File: config.mk
export PLATFORM = sky130hd
export DESIGN_NAME = text_to_char_lcd_nibble_writer
export DESIGN_NICKNAME = d
export VERILOG_FILES = /design/src/sv/tlcd_pkg.sv /design/src/sv/tlcd_front.sv /design/src/sv/tlcd_fifo.sv /design/src/sv/tlcd_back.sv /design/src/sv/text_to_char_lcd_nibble_writer.sv
export SDC_FILE = /design/constraint.sdc
export NUM_CORES = 1
export LEC_CHECK = 0
export ABC_AREA = 0
export BUFFER_PORTS_ARGS = -buffer_cell sky130_fd_sc_hd__buf_2
export CAP_MARGIN = 10
export CORE_MARGIN = 5
export CORE_UTILIZATION = 65
export DETAILED_ROUTE_END_ITERATION = 7
export GPL_TIMING_DRIVEN = 0
export PLACE_DENSITY = 0.89
export SLEW_MARGIN = 20
export SYNTH_ARGS = -nofsm -noshare
export SYNTH_HDL_FRONTEND = slang
export SYNTH_SLANG_ARGS = --single-unit
File: constraint.sdc
create_clock -name clk -period 5.98 [get_ports clk]
set_input_delay 0 -clock clk [delete_from_list [all_inputs] [get_ports clk]]
set_output_delay 0 -clock clk [all_outputs]
set_load 0.01 [all_outputs]
File: src/sv/tlcd_pkg.sv
// Shared types, codes and the init command table for the character LCD nibble writer.
package tlcd_pkg;

  typedef enum logic [1:0] {
    FUNC_INIT  = 2'd0,
    FUNC_FRAME = 2'd1,
    FUNC_TEXT  = 2'd2,
    FUNC_NONE  = 2'd3
  } func_t;

  localparam logic [2:0] CFG_ROW0 = 3'd0;
  localparam logic [2:0] CFG_ROW1 = 3'd1;
  localparam logic [2:0] CFG_ROW2 = 3'd2;
  localparam logic [2:0] CFG_ROW3 = 3'd3;
  localparam logic [2:0] CFG_COLS = 3'd4;

  localparam logic [7:0] CHAR_NEWLINE  = 8'h0A;
  localparam logic [7:0] CMD_CLEAR     = 8'h01;
  localparam logic [7:0] CMD_SET_ADDR  = 8'h80;
  localparam logic [7:0] CMD_LONG_LIM  = 8'h04;
  localparam logic [3:0] INIT_LAST_NIB = 4'd11;

  localparam int QUEUE_DEPTH = 4;

  typedef struct packed {
    logic [1:0] func;
    logic [7:0] text_byte;
  } in_item_t;

  typedef struct packed {
    logic       reg_select;
    logic [3:0] nibble;
    logic       long_wait;
    logic       last;
  } out_item_t;

  typedef enum logic {
    OP_INIT  = 1'b0,
    OP_BYTES = 1'b1
  } job_op_t;

  typedef struct packed {
    job_op_t    op;
    logic       two;
    logic       b0_rs;
    logic [7:0] b0_val;
    logic [7:0] b1_val;
  } job_t;

  typedef struct packed {
    logic [6:0] row0;
    logic [6:0] row1;
    logic [6:0] row2;
    logic [6:0] row3;
    logic [5:0] cols;
  } cfg_regs_t;

  function automatic logic [7:0] init_byte(input logic [2:0] idx);
    logic [7:0] v;
    unique case (idx)
      3'd0:    v = 8'h33;
      3'd1:    v = 8'h32;
      3'd2:    v = 8'h20 | 8'h08;
      3'd3:    v = 8'h08 | 8'h04;
      3'd4:    v = 8'h04 | 8'h02;
      default: v = 8'h01;
    endcase
    return v;
  endfunction

endpackage

File: src/sv/tlcd_front.sv
// Front end: configuration registers, display position tracking and job classification.
module tlcd_front #(
  parameter int ROWS        = 4,
  parameter int MAX_COLUMNS = 40
) (
  input  logic              clk,
  input  logic              rst_n,
  input  logic              in_valid,
  output logic              in_ready,
  input  tlcd_pkg::in_item_t in_item,
  input  logic              cfg_we,
  input  logic [2:0]        cfg_index,
  input  logic [6:0]        cfg_data,
  input  logic              q_full,
  output logic              q_push,
  output tlcd_pkg::job_t    q_data
);
  import tlcd_pkg::*;

  localparam int RW = $clog2(ROWS + 1);
  localparam int CW = $clog2(MAX_COLUMNS + 1);

  cfg_regs_t     cfg_r;
  logic          ready_r, ready_nxt;
  logic [RW-1:0] row_r, row_nxt;
  logic [CW-1:0] col_r, col_nxt;

  logic          accept;
  logic          job_valid;
  logic [2:0]    row_inc;
  logic [6:0]    col_inc;
  logic [6:0]    lim;
  logic          row_ok;
  logic [7:0]    next_addr_cmd;

  function automatic logic [6:0] row_addr(input cfg_regs_t c, input logic [2:0] r);
    logic [6:0] a;
    unique case (r)
      3'd0:    a = c.row0;
      3'd1:    a = c.row1;
      3'd2:    a = c.row2;
      default: a = c.row3;
    endcase
    return a;
  endfunction

  assign in_ready = !q_full;
  assign accept   = in_valid && in_ready;
  assign q_push   = accept && job_valid;

  assign row_inc       = 3'(row_r) + 3'd1;
  assign row_ok        = row_inc < 3'(ROWS);
  assign next_addr_cmd = CMD_SET_ADDR | {1'b0, row_addr(cfg_r, row_inc)};
  assign col_inc       = 7'(col_r) + 7'd1;

  always_comb begin
    if (cfg_r.cols == 6'd0) begin
      lim = 7'd1;
    end else if (7'(cfg_r.cols) > 7'(MAX_COLUMNS)) begin
      lim = 7'(MAX_COLUMNS);
    end else begin
      lim = 7'(cfg_r.cols);
    end
  end

  always_comb begin
    ready_nxt = ready_r;
    row_nxt   = row_r;
    col_nxt   = col_r;
    job_valid = 1'b0;
    q_data    = '{op: OP_BYTES, two: 1'b0, b0_rs: 1'b0, b0_val: 8'h00, b1_val: 8'h00};
    unique case (func_t'(in_item.func))
      FUNC_INIT: begin
        job_valid = 1'b1;
        q_data.op = OP_INIT;
        ready_nxt = 1'b1;
        row_nxt   = RW'(ROWS);
        col_nxt   = '0;
      end
      FUNC_FRAME: begin
        if (ready_r) begin
          job_valid     = 1'b1;
          q_data.two    = 1'b1;
          q_data.b0_val = CMD_CLEAR;
          q_data.b1_val = CMD_SET_ADDR | {1'b0, cfg_r.row0};
          row_nxt       = '0;
          col_nxt       = '0;
        end
      end
      FUNC_TEXT: begin
        if (ready_r && (3'(row_r) < 3'(ROWS))) begin
          if (in_item.text_byte == CHAR_NEWLINE) begin
            col_nxt = '0;
            if (row_ok) begin
              job_valid     = 1'b1;
              q_data.b0_val = next_addr_cmd;
              row_nxt       = RW'(row_inc);
            end else begin
              row_nxt = RW'(ROWS);
            end
          end else begin
            job_valid     = 1'b1;
            q_data.b0_rs  = 1'b1;
            q_data.b0_val = in_item.text_byte;
            col_nxt       = CW'(col_inc);
            if (col_inc >= lim) begin
              col_nxt = '0;
              if (row_ok) begin
                q_data.two    = 1'b1;
                q_data.b1_val = next_addr_cmd;
                row_nxt       = RW'(row_inc);
              end else begin
                row_nxt = RW'(ROWS);
              end
            end
          end
        end
      end
      default: begin
      end
    endcase
  end

  always_ff @(posedge clk) begin
    if (!rst_n) begin
      ready_r <= 1'b0;
      row_r   <= RW'(ROWS);
      col_r   <= '0;
      cfg_r   <= '{row0: 7'd0, row1: 7'd64, row2: 7'd20, row3: 7'd84, cols: 6'd20};
    end else begin
      if (accept) begin
        ready_r <= ready_nxt;
        row_r   <= row_nxt;
        col_r   <= col_nxt;
      end
      if (cfg_we) begin
        unique case (cfg_index)
          CFG_ROW0: cfg_r.row0 <= cfg_data;
          CFG_ROW1: cfg_r.row1 <= cfg_data;
          CFG_ROW2: cfg_r.row2 <= cfg_data;
          CFG_ROW3: cfg_r.row3 <= cfg_data;
          CFG_COLS: cfg_r.cols <= cfg_data[5:0];
          default: begin
          end
        endcase
      end
    end
  end

endmodule

File: src/sv/tlcd_fifo.sv
// Short job queue between the front end and the nibble sequencer.
module tlcd_fifo (
  input  logic           clk,
  input  logic           rst_n,
  input  logic           push,
  input  tlcd_pkg::job_t push_data,
  output logic           full,
  input  logic           pop,
  output logic           empty,
  output tlcd_pkg::job_t head
);
  import tlcd_pkg::*;

  localparam int AW = $clog2(QUEUE_DEPTH);

  job_t          mem [QUEUE_DEPTH];
  logic [AW-1:0] wr_ptr_r, rd_ptr_r;
  logic [AW:0]   count_r;

  assign full  = count_r == (AW + 1)'(QUEUE_DEPTH);
  assign empty = count_r == '0;
  assign head  = mem[rd_ptr_r];

  always_ff @(posedge clk) begin
    if (push) begin
      mem[wr_ptr_r] <= push_data;
    end
  end

  always_ff @(posedge clk) begin
    if (!rst_n) begin
      wr_ptr_r <= '0;
      rd_ptr_r <= '0;
      count_r  <= '0;
    end else begin
      if (push) begin
        wr_ptr_r <= wr_ptr_r + 1'b1;
      end
      if (pop) begin
        rd_ptr_r <= rd_ptr_r + 1'b1;
      end
      if (push && !pop) begin
        count_r <= count_r + 1'b1;
      end else if (pop && !push) begin
        count_r <= count_r - 1'b1;
      end
    end
  end

endmodule

File: src/sv/tlcd_back.sv
// Back end: splits each queued job into nibble transfers behind an output register.
module tlcd_back (
  input  logic                clk,
  input  logic                rst_n,
  input  logic                q_empty,
  input  tlcd_pkg::job_t      q_head,
  output logic                q_pop,
  output logic                out_valid,
  input  logic                out_ready,
  output tlcd_pkg::out_item_t out_item
);
  import tlcd_pkg::*;

  logic [3:0] nib_r, nib_nxt;
  logic       out_valid_r, out_valid_nxt;
  out_item_t  out_item_r, out_item_nxt;
  logic       load;
  logic [3:0] last_nib;
  logic       byte_rs;
  logic [7:0] byte_val;
  logic       is_last;

  assign load     = !q_empty && (!out_valid_r || out_ready);
  assign last_nib = (q_head.op == OP_INIT) ? INIT_LAST_NIB : (q_head.two ? 4'd3 : 4'd1);
  assign is_last  = nib_r == last_nib;
  assign q_pop    = load && is_last;

  always_comb begin
    if (q_head.op == OP_INIT) begin
      byte_rs  = 1'b0;
      byte_val = init_byte(nib_r[3:1]);
    end else if (nib_r[1]) begin
      byte_rs  = 1'b0;
      byte_val = q_head.b1_val;
    end else begin
      byte_rs  = q_head.b0_rs;
      byte_val = q_head.b0_val;
    end
  end

  always_comb begin
    out_valid_nxt = out_valid_r;
    out_item_nxt  = out_item_r;
    nib_nxt       = nib_r;
    if (out_ready) begin
      out_valid_nxt = 1'b0;
    end
    if (load) begin
      out_valid_nxt          = 1'b1;
      out_item_nxt.reg_select = byte_rs;
      out_item_nxt.nibble    = nib_r[0] ? byte_val[3:0] : byte_val[7:4];
      out_item_nxt.long_wait = nib_r[0] && !byte_rs && (byte_val < CMD_LONG_LIM);
      out_item_nxt.last      = is_last;
      nib_nxt                = is_last ? 4'd0 : nib_r + 4'd1;
    end
  end

  always_ff @(posedge clk) begin
    out_item_r <= out_item_nxt;
    if (!rst_n) begin
      out_valid_r <= 1'b0;
      nib_r       <= 4'd0;
    end else begin
      out_valid_r <= out_valid_nxt;
      nib_r       <= nib_nxt;
    end
  end

  assign out_valid = out_valid_r;
  assign out_item  = out_item_r;

endmodule

File: src/sv/text_to_char_lcd_nibble_writer.sv
// Top level of the 4-bit character LCD nibble writer.
//
//   channel  direction  handshake            payload
//   in       input      in_valid/in_ready    in_item (func, text_byte)
//   out      output     out_valid/out_ready  out_item (reg_select, nibble, long_wait, last)
//   cfg      input      cfg_we               cfg_index, cfg_data
//
// The front end takes one item per cycle while the job queue has room.
// The back end sends one nibble per cycle while a job is queued: a text byte gives 2 or 4
// nibbles, begin-frame 4, init 12, and ignored items none; the output port sets the rate.
// Reset leaves the display not initialized and the configuration at its defaults.
// A stalled output holds its nibble, and the queue lets input keep flowing until it fills.
module text_to_char_lcd_nibble_writer #(
  parameter int ROWS        = 4,
  parameter int MAX_COLUMNS = 40
) (
  input  logic                clk,
  input  logic                rst_n,
  input  logic                in_valid,
  output logic                in_ready,
  input  tlcd_pkg::in_item_t  in_item,
  output logic                out_valid,
  input  logic                out_ready,
  output tlcd_pkg::out_item_t out_item,
  input  logic                cfg_we,
  input  logic [2:0]          cfg_index,
  input  logic [6:0]          cfg_data
);
  import tlcd_pkg::*;

  logic q_push, q_full, q_pop, q_empty;
  job_t q_data, q_head;

  tlcd_front #(
    .ROWS        (ROWS),
    .MAX_COLUMNS (MAX_COLUMNS)
  ) u_front (
    .clk       (clk),
    .rst_n     (rst_n),
    .in_valid  (in_valid),
    .in_ready  (in_ready),
    .in_item   (in_item),
    .cfg_we    (cfg_we),
    .cfg_index (cfg_index),
    .cfg_data  (cfg_data),
    .q_full    (q_full),
    .q_push    (q_push),
    .q_data    (q_data)
  );

  tlcd_fifo u_fifo (
    .clk       (clk),
    .rst_n     (rst_n),
    .push      (q_push),
    .push_data (q_data),
    .full      (q_full),
    .pop       (q_pop),
    .empty     (q_empty),
    .head      (q_head)
  );

  tlcd_back u_back (
    .clk       (clk),
    .rst_n     (rst_n),
    .q_empty   (q_empty),
    .q_head    (q_head),
    .q_pop     (q_pop),
    .out_valid (out_valid),
    .out_ready (out_ready),
    .out_item  (out_item)
  );

endmodule
* Word level (Yosys, flattened, before mapping)
Memory sizes are Yosys's and may differ from the RTL's. A register that Yosys moved wholly into a read port is not among the register bits.
Index checks and enable logic that the tools add are counted.
** Cells by class
- Magnitude comparators :: 5
- Add/subtract/negate cells :: 7
- Muxes and demuxes :: 48
- Reduce and logical (&&, ||, !) cells :: 33
- Equality and inequality tests :: 18
** Operator list (number)
- two-way mux 8 bit :: 6
- case mux 16 bit (2 select lines) :: 1
- two-way mux 6 bit :: 5
- case mux 6 bit (5 select lines) :: 1
- two-way mux 3 bit :: 7
- case mux 7 bit (3 select lines) :: 1
- two-way mux 18 bit :: 1
- case mux 6 bit (3 select lines) :: 1
- == test 3 x 2 -> 1 bit, second input constant :: 5
- two-way mux 1 bit :: 13
- logical NOT 3 bit :: 4
- two-way mux 4 bit :: 3
- AND reduction 2 bit :: 6
- == test 3 x 1 -> 1 bit, second input constant :: 3
- == test 3 bit, second input constant :: 3
- logical AND 1 bit :: 9
- two-way mux 9 bit :: 1
- case mux 3 bit (3 select lines) :: 1
- == test 8 x 4 -> 1 bit, second input constant :: 1
- < comparator 8 x 3 -> 1 bit, second input constant :: 1
- two-way mux 2 bit :: 4
- adder 6 x 1 -> 7 bit, second input constant :: 1
- greater-or-equal comparator 7 bit :: 1
- two-way mux 7 bit :: 1
- 21 further kinds :: 31
** Word-level totals
- Register bits :: 63
- Output and inout bits :: 9
- Memories kept :: 1
- Input port bits :: 25
- Bits in writable memories :: 76
** Memory list
- u_fifo.mem :: depth 4, bits a word 19, read ports 1, clocked after memory_dff 1, write ports 1, line tlcd_fifo.sv:16 : job_t mem [QUEUE_DEPTH];

* Longest topological paths before layout
Gate-level depths: netlist (run 1).
- Depth in word-level cells :: 11
- Mapped depth :: 13

* Modules after synthesis
A second synthesis (run 1) with hierarchy kept.
** Second synthesis, totals
- Cells, all modules :: 574
- Area, all modules :: 6761.5 µm²
** By module, submodules not included
- tlcd_fifo :: instances 1, seq. area each 2462.4 µm², area an instance 3230.6 µm², cells an instance 142
- tlcd_front :: instances 1, seq. area each 880.8 µm², area an instance 2708.8 µm², cells an instance 351
- tlcd_back :: instances 1, seq. area each 310.3 µm², area an instance 822.0 µm², cells an instance 81

* Least setup slack after synthesis (run 1)
No wires, ideal clock.
- Path kind :: reg2reg
- Start :: register with a tool-made name
- End :: register u_fifo.count_r[2]
- Stages on the path, launching flop included :: 13
- Setup time :: 0.070 ns
- Setup slack :: 3.221 ns
- Required time :: 5.910 ns
- Clock period less this slack :: 2.759 ns
- Path buffers :: 1
- Data arrival time :: 2.688 ns
- Cells stage by stage :: dfxtp_1 > buf_6 > mux4_2 > xnor2_2 > a31oi_2 > nor3_1 > nand2_1 > ha_1 > inv_1 > fa_1 > xor2_1 > or3_1 > a21oi_1
** RTL lines
- end signal, assigned :: line tlcd_fifo.sv:43 : count_r <= count_r + 1'b1;
- end signal, assigned :: line tlcd_fifo.sv:45 : count_r <= count_r - 1'b1;
- end, declared :: line tlcd_fifo.sv:18 : logic [AW:0] count_r;

==> results of run 1 <==
==> flip-flops by register name, indices dropped and copies added, names as in the netlist, named ones only <==
signal,flops
u_fifo.rd_ptr_r,2
u_front.col_r,6
u_back.out_item,7
u_front.ready_r,1
u_fifo.count_r,3
u_fifo.wr_ptr_r,2
u_front.cfg_r,34
u_fifo.mem,72
u_back.nib_r,4
u_front.row_r,3
u_back.out_valid,1
==> tightest hold or removal path: stages <==
cell     delay, ns
buf_2         0.11
a31oi_1       0.16
nor2_1        0.11
==> synthesized netlist by cell type (all sizes together) (5+ instances only) <==
cell type / count / share of area
a21oi: 41 / 0.033
mux2i: 16 / 0.025
nand2: 92 / 0.055
a222oi: 7 / 0.011
mux4: 18 / 0.067
dfxtp: 58 / 0.18
buf: 9 / 0.0083
a31oi: 10 / 0.011
inv: 25 / 0.015
and3: 5 / 0.0050
nor3: 11 / 0.011
nor2: 28 / 0.017
and2: 6 / 0.0060
xnor2: 9 / 0.014
ha: 21 / 0.042
edfxtp: 79 / 0.38
nand3: 19 / 0.015
clkbuf: 19 / 0.011
o211ai: 6 / 0.0071
o21ai: 17 / 0.013
==> stage by stage <==
step | setup slack (ns) | cell area [µm²] | total power (µW) | hold slack, ns
floorplan | 3.22 | 6300 | 1160 | 0.124
global placement | 3.02 | 6630 | 1200 | 0.263
detailed placement | 2.93 | 6630 | 1210 | 0.276
CTS | 2.85 | 7450 | 2220 | 0.0176
global route | 2.64 | 7460 | 2290 | 0.0173
finish | 2.93 | 7460 | 2220 | 0.0531
==> layer usage <==
| layer | up-vias | track usage |
|---|---|---|
| met2 | 260 | 0.482 |
| met4 | 0 | 0.136 |
| met3 | 61 | 0.0728 |
| li1 | 2190 | - |
| met5 | - | 0 |
| met1 | 2345 | 0.312 |
==> worst max-delay path by stage <==
stage	from	endpoint	slack, ns	depth (start not counted)
6_report	register	u_fifo.count_r[2]	2.93	12
3_5_place_dp	register	u_fifo.count_r[2]	2.93	12
5_1_grt	u_back.nib_r[1]	u_fifo.count_r[2]	2.64	12
3_3_place_gp	register	u_fifo.count_r[2]	3.02	12
4_1_cts	u_back.nib_r[1]	u_fifo.count_r[2]	2.85	12
2_1_floorplan	register	u_fifo.count_r[2]	3.22	12
==> power by group through the flow <==
| stage | clock network [µW] | logic, µW | registers, µW |
|---|---|---|---|
| after CTS | 1010 | 175 | 1030 |
| after detailed placement | 0 | 162 | 1050 |
| after global placement | 0 | 153 | 1050 |
| final | 1010 | 178 | 1030 |
| after global routing | 1060 | 197 | 1030 |
| after floorplan | 0 | 105 | 1050 |
==> cell type report <==
| cell class | count | share of cell area |
|---|---|---|
| flip-flops and latches | 137 | 0.474 |
| clock buffers | 21 | 0.0674 |
| diodes | 1 | 0.000336 |
| plain buffers | 28 | 0.0166 |
| inverters | 27 | 0.0136 |
| well taps | 133 | 0.0223 |
| multi-input cells | 361 | 0.342 |
| clock inverters | 11 | 0.0104 |
| repair buffers | 56 | 0.0537 |
==> kinds of logic after synthesis <==
family / share of synthesized area
muxes: 0.0974
DFF: 0.560
xor gates and xnor gates: 0.0193
buffers and inverters: 0.0357
adders and majority gates: 0.0448
and+or+nand+nor: 0.131
AOI/OAI and AO/OA: 0.111
==> what timing repair did <==
| item | 4_1_cts | 5_1_grt |
|---|---|---|
| setup buffers | 0 | 0 |
| hold buffers | 24 | 0 |
| hold endpoints to repair | 67 | 0 |
==> impl_metrics.toml, run 1 <==
[setup_path]
cp.arrival_ns = 3.50
r2r-end = "u_fifo.count_r[2]"
cp_cell_sequence = "buf_6 -> mux4_2 -> xnor2_2 -> a31oi_2 -> nor3_1 -> nand2_1 -> ha_1 -> inv_1 -> fa_1 -> xor2_1 -> or3_1 -> a21oi_1"
rrSetupSlack_ns = 2.93
worst-path-max-fanout = 9
cp.buffers_inverters = 2
slowest_delay_ns = 0.58
crit_slowest_cell = "mux4_2"
worstSetupPathType = "register to register"
worst_path_dominant_cell_family = "multiplexers"
cp-start-kind = "register"
end_kind = "register"
worstPathRequired_ns = 6.43
rr_worst_depth = 12

[timing]
timing.clock.skew_ns = 0.00865
period_needed_ns = 3.05
worst_slew_pin_slew_ns = 0.957
min_period_over_period = 0.510
setup_tns_ns = 0
slew_headroom = 0.362
clock.fmax_ghz = 0.328
maxSlewViolCount = 0
rsz0062_at_grt = "false"
hold_viol_final = 0
setup_viol = 0

[clock_tree]
numCtsBuffers = 17
cts_resized = 0
cts_tree = "done"
root_buffer = "clkbuf_8"
clkSinkCount = 137
ctsHtreeMaxLevel = 4
clk_path_buf_depth = 2
clkSlewWorstSetupHoldPaths_ns = 0.06
clk_latency_ns = 0.52

[pwr]
internal_power_uw = 1690
switching_share = 0.238
powerDensity_mw_per_mm2 = 297
pwr-share-comb = 0.080
clock_power_share = 0.454
p_switching_uw = 528
vdd_drop_max_uv = 202
power.leakage_uw = 0.00262
power_frac_seq = 0.466

[synthesis]
synthCells = 553
synth_fp_nets = 600
synth_cell_types = 56
synth_flop_cell = "edfxtp_1"
synth_edf_count = 79
ys_ff_latch = 137
syn-cell-area_mm2 = 0.00630
ys_seq_area_frac = 0.560
async_flop_share = 0
yosysWarnings = 0
synth_area_per_cell_um2 = 11.4

[hold_path]
hold-path-endpoint = "u_fifo.mem[1][13]"
holdPathStages = 3
min-delay-start = "in_item[5]"
hold_path_class = "primary input to register"

[layout]
mostFrequentLayoutCells = "92 x nand2_1, 79 x edfxtp_1, 58 x dfxtp_1"
final_util = 0.777
multi_input_area_mm2 = 0.00255
layout-drive-gt1-share = 0.147
nFillCells = 553
final_cells = 775
nets = 675
layout_commonest_cell = "nand2_1"
area_growth_pct = 18.3
regArea_mm2 = 0.00353

[routing]
ant_nets = 0
first_iter_violations = 422
viasPerCell = 6.27
route.met2.wl_um = 7880
wl_met1_um = 5680
via_count = 4856
first_pass_iters = 5
routed_wl_um = 15200
wl_per_cell_um = 19.6
drc = 0
maxUsedRoutingLayer = "met4"
wl_met3_um = 1040

[placed_design]
placed_cells = 718
port_buffers = 32
post-dp-hpwl_um = 9740
gp_congestion = 0.971

[floorplan]
core.rowCount = 36
core_area_mm2 = 0.00959
dieHeight_um = 108
ios = 34
start_util = 0.657
chipWidth_um = 108
die_area_mm2 = 0.0118

[grt]
grt_pass1_wl_um = 24200
antenna_found_initial = 0
grt_max_degree = 19
grt-ovfl-total = 0
grt_pass1_vias = 4848
grtUsageTotal = 0.276

[run]
drv_cap = 0

[status]
status = "finished, final reports clean"
No activity file was read; power rests on OpenSTA's default activity.
==> inputs of run 2 (changes only) <==
ABC_AREA = 1   (was 0)
CORE_UTILIZATION = 61   (was 65)
PLACE_DENSITY = 0.84   (was 0.89)
clock period = 2.95 ns   (was 5.98 ns; I/O delays follow)
==> run 2 against run 1 <==
  * Worst setup slack got worse by 2.6 ns
  * Sequential power increased by 110%
  * Non-clock buffer count unchanged
  * Sequential share of layout area down 2.4 points
  * Area after synthesis rose by 5.8%
  * Utilization is 4.9 points lower
  * Maximum frequency increased by 15%
  * Critical path type unchanged
  * Largest power group unchanged
  * Highest routed layer unchanged
==> impl_metrics.toml, run 2 <==
[setup_path]
cp-start-kind = "register"
end_kind = "register"
cp.arrival_ns = 3.12
worstPathRequired_ns = 3.42
worstSetupPathType = "register to register"
worst-path-max-fanout = 10
crit_slowest_cell = "fa_1"
slowest_delay_ns = 0.41
cp_cell_sequence = "buf_6 -> nand2_1 -> nand3_1 -> nand2_1 -> buf_2 -> nand2_1 -> nand4_1 -> ha_1 -> inv_1 -> fa_1 -> nor2_1 -> nor2_1 -> nand2_1 -> o21ai_0 -> a21oi_1"
crit_path_frequent_cell = "nand2_1"

[floorplan]
core.rowCount = 38
core_area_mm2 = 0.0108
start_util = 0.618
die_area_mm2 = 0.0131
dieHeight_um = 115
chipWidth_um = 115
ios = 34

[synthesis]
synth_top_area_cell = "edfxtp_1"
synthTopCellsByArea = "edfxtp_1 36%, dfxtp_1 17%, nor2_1 8.9%"
ys_seq_area_frac = 0.530
synth_edf_count = 79
synth_flop_cell = "edfxtp_1"
yosysTopAreaCellShare = 0.356
synth_fp_nets = 817
ys_ff_latch = 137
ys_top_cells_by_count = "158 x nor2_1, 125 x nand2_1, 81 x o21ai_0"
synth_cell_types = 42
synth_area_per_cell_um2 = 8.67
yosysMostFrequentCell = "nor2_1"
synthCells = 770
yosysWarnings = 0
async_flop_share = 0
syn-cell-area_mm2 = 0.00667

[routing]
via_count = 5789
first_pass_iters = 8
first_iter_violations = 460
viasPerCell = 5.78
routed_wl_um = 17300
drc = 0
wl_per_cell_um = 17.3
ant_nets = 0

[run]
drv_cap = 0

[timing]
clock.fmax_ghz = 0.378
setup_viol = 0
setup_tns_ns = 0
setup_ws_ns = 0.304
maxSlewViolCount = 0
hold_viol_final = 0
worst_slew_pin_slew_ns = 0.760
rsz0062_at_grt = "false"
period_needed_ns = 2.65
timing.hold.ws_ns = 0.0195
timing.clock.skew_ns = 0.00895
slew_headroom = 0.488
min_period_over_period = 0.897

[pwr]
vdd_drop_max_uv = 391
switching_share = 0.255
p_switching_uw = 1170
fin_total_pwr_uw = 4610
internal_power_uw = 3430
power.leakage_uw = 0.00323
powerDensity_mw_per_mm2 = 586
power_frac_seq = 0.459
clock_power_share = 0.431
pwr-share-comb = 0.110

[clock_tree]
clk_path_buf_depth = 2
clkSlewWorstSetupHoldPaths_ns = 0.06
numCtsBuffers = 17
clkSinkCount = 137
clk_latency_ns = 0.54
cts_tree = "done"
postCtsSetupBuffers = 0
ctsHtreeMaxLevel = 4
holdBufCountCts = 24
cts_resized = 0
root_buffer = "clkbuf_8"

[placed_design]
dpl_worst_slack_ns = 0.468
port_buffers = 32
post-dp-hpwl_um = 11400
gp_congestion = 0.903

[grt]
grt_pass1_vias = 5849
antenna_found_initial = 0
grt-ovfl-total = 0
grt_pass1_wl_um = 27700
grtUsageTotal = 0.273
grt_max_degree = 17

[layout]
nFillCells = 741
largest_reg_flops = 72
diodes = 0
nets = 896
layout-drive-gt1-share = 0.141
layout_commonest_cell = "nor2_1"
regMostFlops = "u_fifo.mem"
area_growth_pct = 17.8
mostFrequentLayoutCells = "154 x nor2_1, 125 x nand2_1, 81 x o21ai_0"

[hold_path]
hold_path_class = "primary input to register"
min-delay-start = "in_item[9]"

[status]
status = "finished, final reports clean"
## run 2: logic make-up after synthesis
family                   Yosys count  synth area share
AO/OA/AOI/OAI                    137             0.119
buffers and inverters            101            0.0647
flip-flops                       137             0.530
AND/OR/NAND/NOR                  367             0.237
adder cells (fa/ha/maj)           22            0.0424
XOR/XNOR                           6           0.00788
## run 2: final cells by class
cell class              instances  area, µm²  area share
clock buffers                  17        414      0.0527
well taps                     140        175      0.0223
clock inverters                14        133      0.0169
flip-flops and latches        137       3530       0.449
plain buffers                  24        140      0.0178
repair buffers                 60        457      0.0581
inverters                      77        292      0.0371
multi-input cells             532       2720       0.346
## run 2: worst max-delay path: cells and delay by family (launching register included)
kind	cells	cell delay, ns
adder cells (fa/ha/maj)	2	0.59
flip-flops	1	0.34
AO/OA/AOI/OAI	2	0.26
buffers and inverters	3	0.50
AND/OR/NAND/NOR	8	0.90
## run 2: power by group through the flow
stage / Combinational, µW / Sequential (µW) / Clock [µW]
after floorplan: 311 / 2150 / 0
after global placement: 439 / 2150 / 0
after detailed placement: 463 / 2150 / 0
after CTS: 496 / 2110 / 1990
after global routing: 562 / 2120 / 2080
final: 509 / 2120 / 1980
## run 2: path summary, 6_finish.rpt
| check | to | slack [ns] | cells past startpoint |
|---|---|---|---|
| setup / recovery | u_fifo.count_r[2] | 0.30 | 15 |
| hold / removal | u_front.ready_r | 0.02 | 5 |
| setup reg to reg | u_fifo.count_r[2] | 0.30 | 15 |
| hold reg to reg | u_front.cfg_r[15] | 0.47 | 2 |
## run 2: metal layers
metal | vias up | track usage | share of wire
met5 | - | 0 | 0
met4 | 0 | 0.150 | 0.031
met3 | 48 | 0.0566 | 0.078
met2 | 312 | 0.484 | 0.53
met1 | 2706 | 0.305 | 0.37
li1 | 2723 | - | -
## run 2: stage by stage
| step | util | std cells | cell area, µm² |
|---|---|---|---|
| finish | 0.728 | 1001 | 7860 |
| global route | 0.728 | 1001 | 7860 |
| CTS | 0.728 | 1001 | 7860 |
| detailed placement | 0.655 | 946 | 7070 |
| global placement | 0.649 | 942 | 7010 |
| floorplan | - | 770 | 6670 |
==> inputs of run 3 (changes only) <==
CORE_UTILIZATION = 64   (was 61)
CTS_BUF_LIST = sky130_fd_sc_hd__clkbuf_8   (was unset)
PLACE_DENSITY = 0.88   (was 0.84)
==> run 3 against run 2 <==
  * Clock-buffer cell count unchanged
  * Cell area down 2.5%
  * Worst setup slack better by 0.10 ns
  * Via count shrank 1.7%
  * Sequential power barely moved
  * Clock power is 21% lower
  * Utilization up 2.0 points
  * Die area down 4.3%
  * Global-route usage grew 0.27 points
  * Routed wire length is 4.4% lower
  * Hold slack improved by 0.011 ns
  * Power fell by 9.5%
==> impl_metrics.toml, run 3 (synthesized netlist as in run 2, its figures left out) <==
[clock_tree]
clk_path_buf_depth = 2
cts_resized = 0
clk_latency_ns = 0.45
ctsHtreeMaxLevel = 4
numCtsBuffers = 17
clkSlewWorstSetupHoldPaths_ns = 0.08
clkSinkCount = 137
cts_tree = "done"
root_buffer = "clkbuf_8"

[pwr]
powerDensity_mw_per_mm2 = 544
vdd_drop_max_uv = 312
power.leakage_uw = 0.00313

[placed_design]
gp_congestion = 0.855
post-dp-hpwl_um = 11300
placed_cells = 942
port_buffers = 32

[timing]
hold_viol_final = 0
maxSlewViolCount = 0
rsz0062_at_grt = "false"
period_needed_ns = 2.55
worst_slew_pin_slew_ns = 0.658
timing.clock.skew_ns = 0.0110
setup_tns_ns = 0
min_period_over_period = 0.863
setup_viol = 0
slew_headroom = 0.562
clock.fmax_ghz = 0.393

[grt]
grt_pass1_vias = 5877
grt_pass1_wl_um = 27700
grt-ovfl-total = 0
grt_max_degree = 17
antenna_found_initial = 0
grtUsageTotal = 0.276

[floorplan]
core_area_mm2 = 0.0102
ios = 34
core.rowCount = 37
dieHeight_um = 112
die_area_mm2 = 0.0126
start_util = 0.652
chipWidth_um = 112

[layout]
largest_reg_flops = 72
nets = 891
mostFrequentLayoutCells = "154 x nor2_1, 125 x nand2_1, 81 x o21ai_0"
regMostFlops = "u_fifo.mem"
area_growth_pct = 14.8
layout_commonest_cell = "nor2_1"
final_cells = 993
layout-drive-gt1-share = 0.145
diodes = 0

[setup_path]
critPathLaunch = "u_front.col_r[0]"
crit_path_end = "u_front.col_r[5]"
slowest_delay_ns = 0.41
worst-path-max-fanout = 6
r2r-start = "u_front.col_r[0]"
worstPathRequired_ns = 3.33
cp.arrival_ns = 2.93
r2r-end = "u_front.col_r[5]"
rrSetupSlack_ns = 0.40
cp_cell_sequence = "ha_1 -> nand3_1 -> xor2_1 -> inv_1 -> ha_1 -> a21oi_1 -> nor2_1 -> nor3_2 -> nand3_1 -> nand2_1 -> nand2_2 -> nor2_1"
crit_slowest_cell = "dfxtp_1"
cp-start-kind = "register"
worstSetupPathType = "register to register"
end_kind = "register"
rr_worst_depth = 12

[routing]
routed_wl_um = 16600
first_iter_violations = 517
drc = 0
viasPerCell = 5.73
wl_per_cell_um = 16.7
first_pass_iters = 5
via_count = 5692
ant_nets = 0

[hold_path]
holdPathStages = 3
min-delay-start = "rst_n"
hold_path_class = "primary input to register"

[run]
drv_cap = 0

[status]
status = "finished, final reports clean"
-- run 3: report_power, final --
part / internal [µW] / switching [µW]
Combinational: 170 / 329
Clock: 767 / 792
Sequential: 2070 / 38.9
-- run 3: cell type report --
cell class / count / area, µm²
inverter: 77 / 292
fill: 673 / 2570
clock buffer: 17 / 234
sequential: 137 / 3530
tap: 136 / 170
multi-input combinational: 532 / 2720
timing repair buffer: 55 / 407
buffer: 24 / 140
clock inverter: 15 / 168
-- run 3: how the worst min path moves through the flow --
stage | endpoint | slack [ns]
final | u_back.nib_r[2] | 0.03
after floorplan | u_front.cfg_r[2] | 0.11
after CTS | u_front.cfg_r[24] | 0.004
after global routing | u_fifo.mem[0][15] | 0.03
after detailed placement | u_front.cfg_r[26] | 0.30
after global placement | u_front.cfg_r[26] | 0.28
-- run 3: worst max-delay path: cells and delay by family, from the launching register on --
| kind | cells | cell delay, ns |
|---|---|---|
| AND/OR/NAND/NOR | 7 | 1.13 |
| adder cells (fa/ha/maj) | 2 | 0.52 |
| flip-flops | 1 | 0.41 |
| XOR/XNOR | 1 | 0.20 |
| AO/OA/AOI/OAI | 1 | 0.15 |
| buffers and inverters | 1 | 0.07 |
-- run 3: repair_timing --
| action | in CTS | in global routing |
|---|---|---|
| hold endpoints to repair | 52 | 0 |
| setup buffers | 0 | 0 |
| hold buffers | 19 | 0 |
-- run 3: metal layers --
layer / GRT usage / wire, µm / up-vias
met5: 0 / 0 / -
met1: 0.301 / 6040 / 2636
met3: 0.0469 / 1200 / 66
met2: 0.516 / 8750 / 285
met4: 0.132 / 579 / 0
li1: - / - / 2705
-- run 3: per-stage QoR --
step | area, µm² | worst slack [ns] | util | hold WS, ns | power (µW)
2_1_floorplan | 6670 | 0.781 | - | 0.113 | 2460
6_report | 7660 | 0.404 | 0.749 | 0.0303 | 4170
5_1_grt | 7660 | 0.163 | 0.749 | 0.0348 | 4330
3_5_place_dp | 7070 | 0.479 | 0.691 | 0.295 | 2620
4_1_cts | 7660 | 0.414 | 0.749 | 0.00387 | 4150
3_3_place_gp | 7000 | 0.166 | 0.684 | 0.283 | 2580
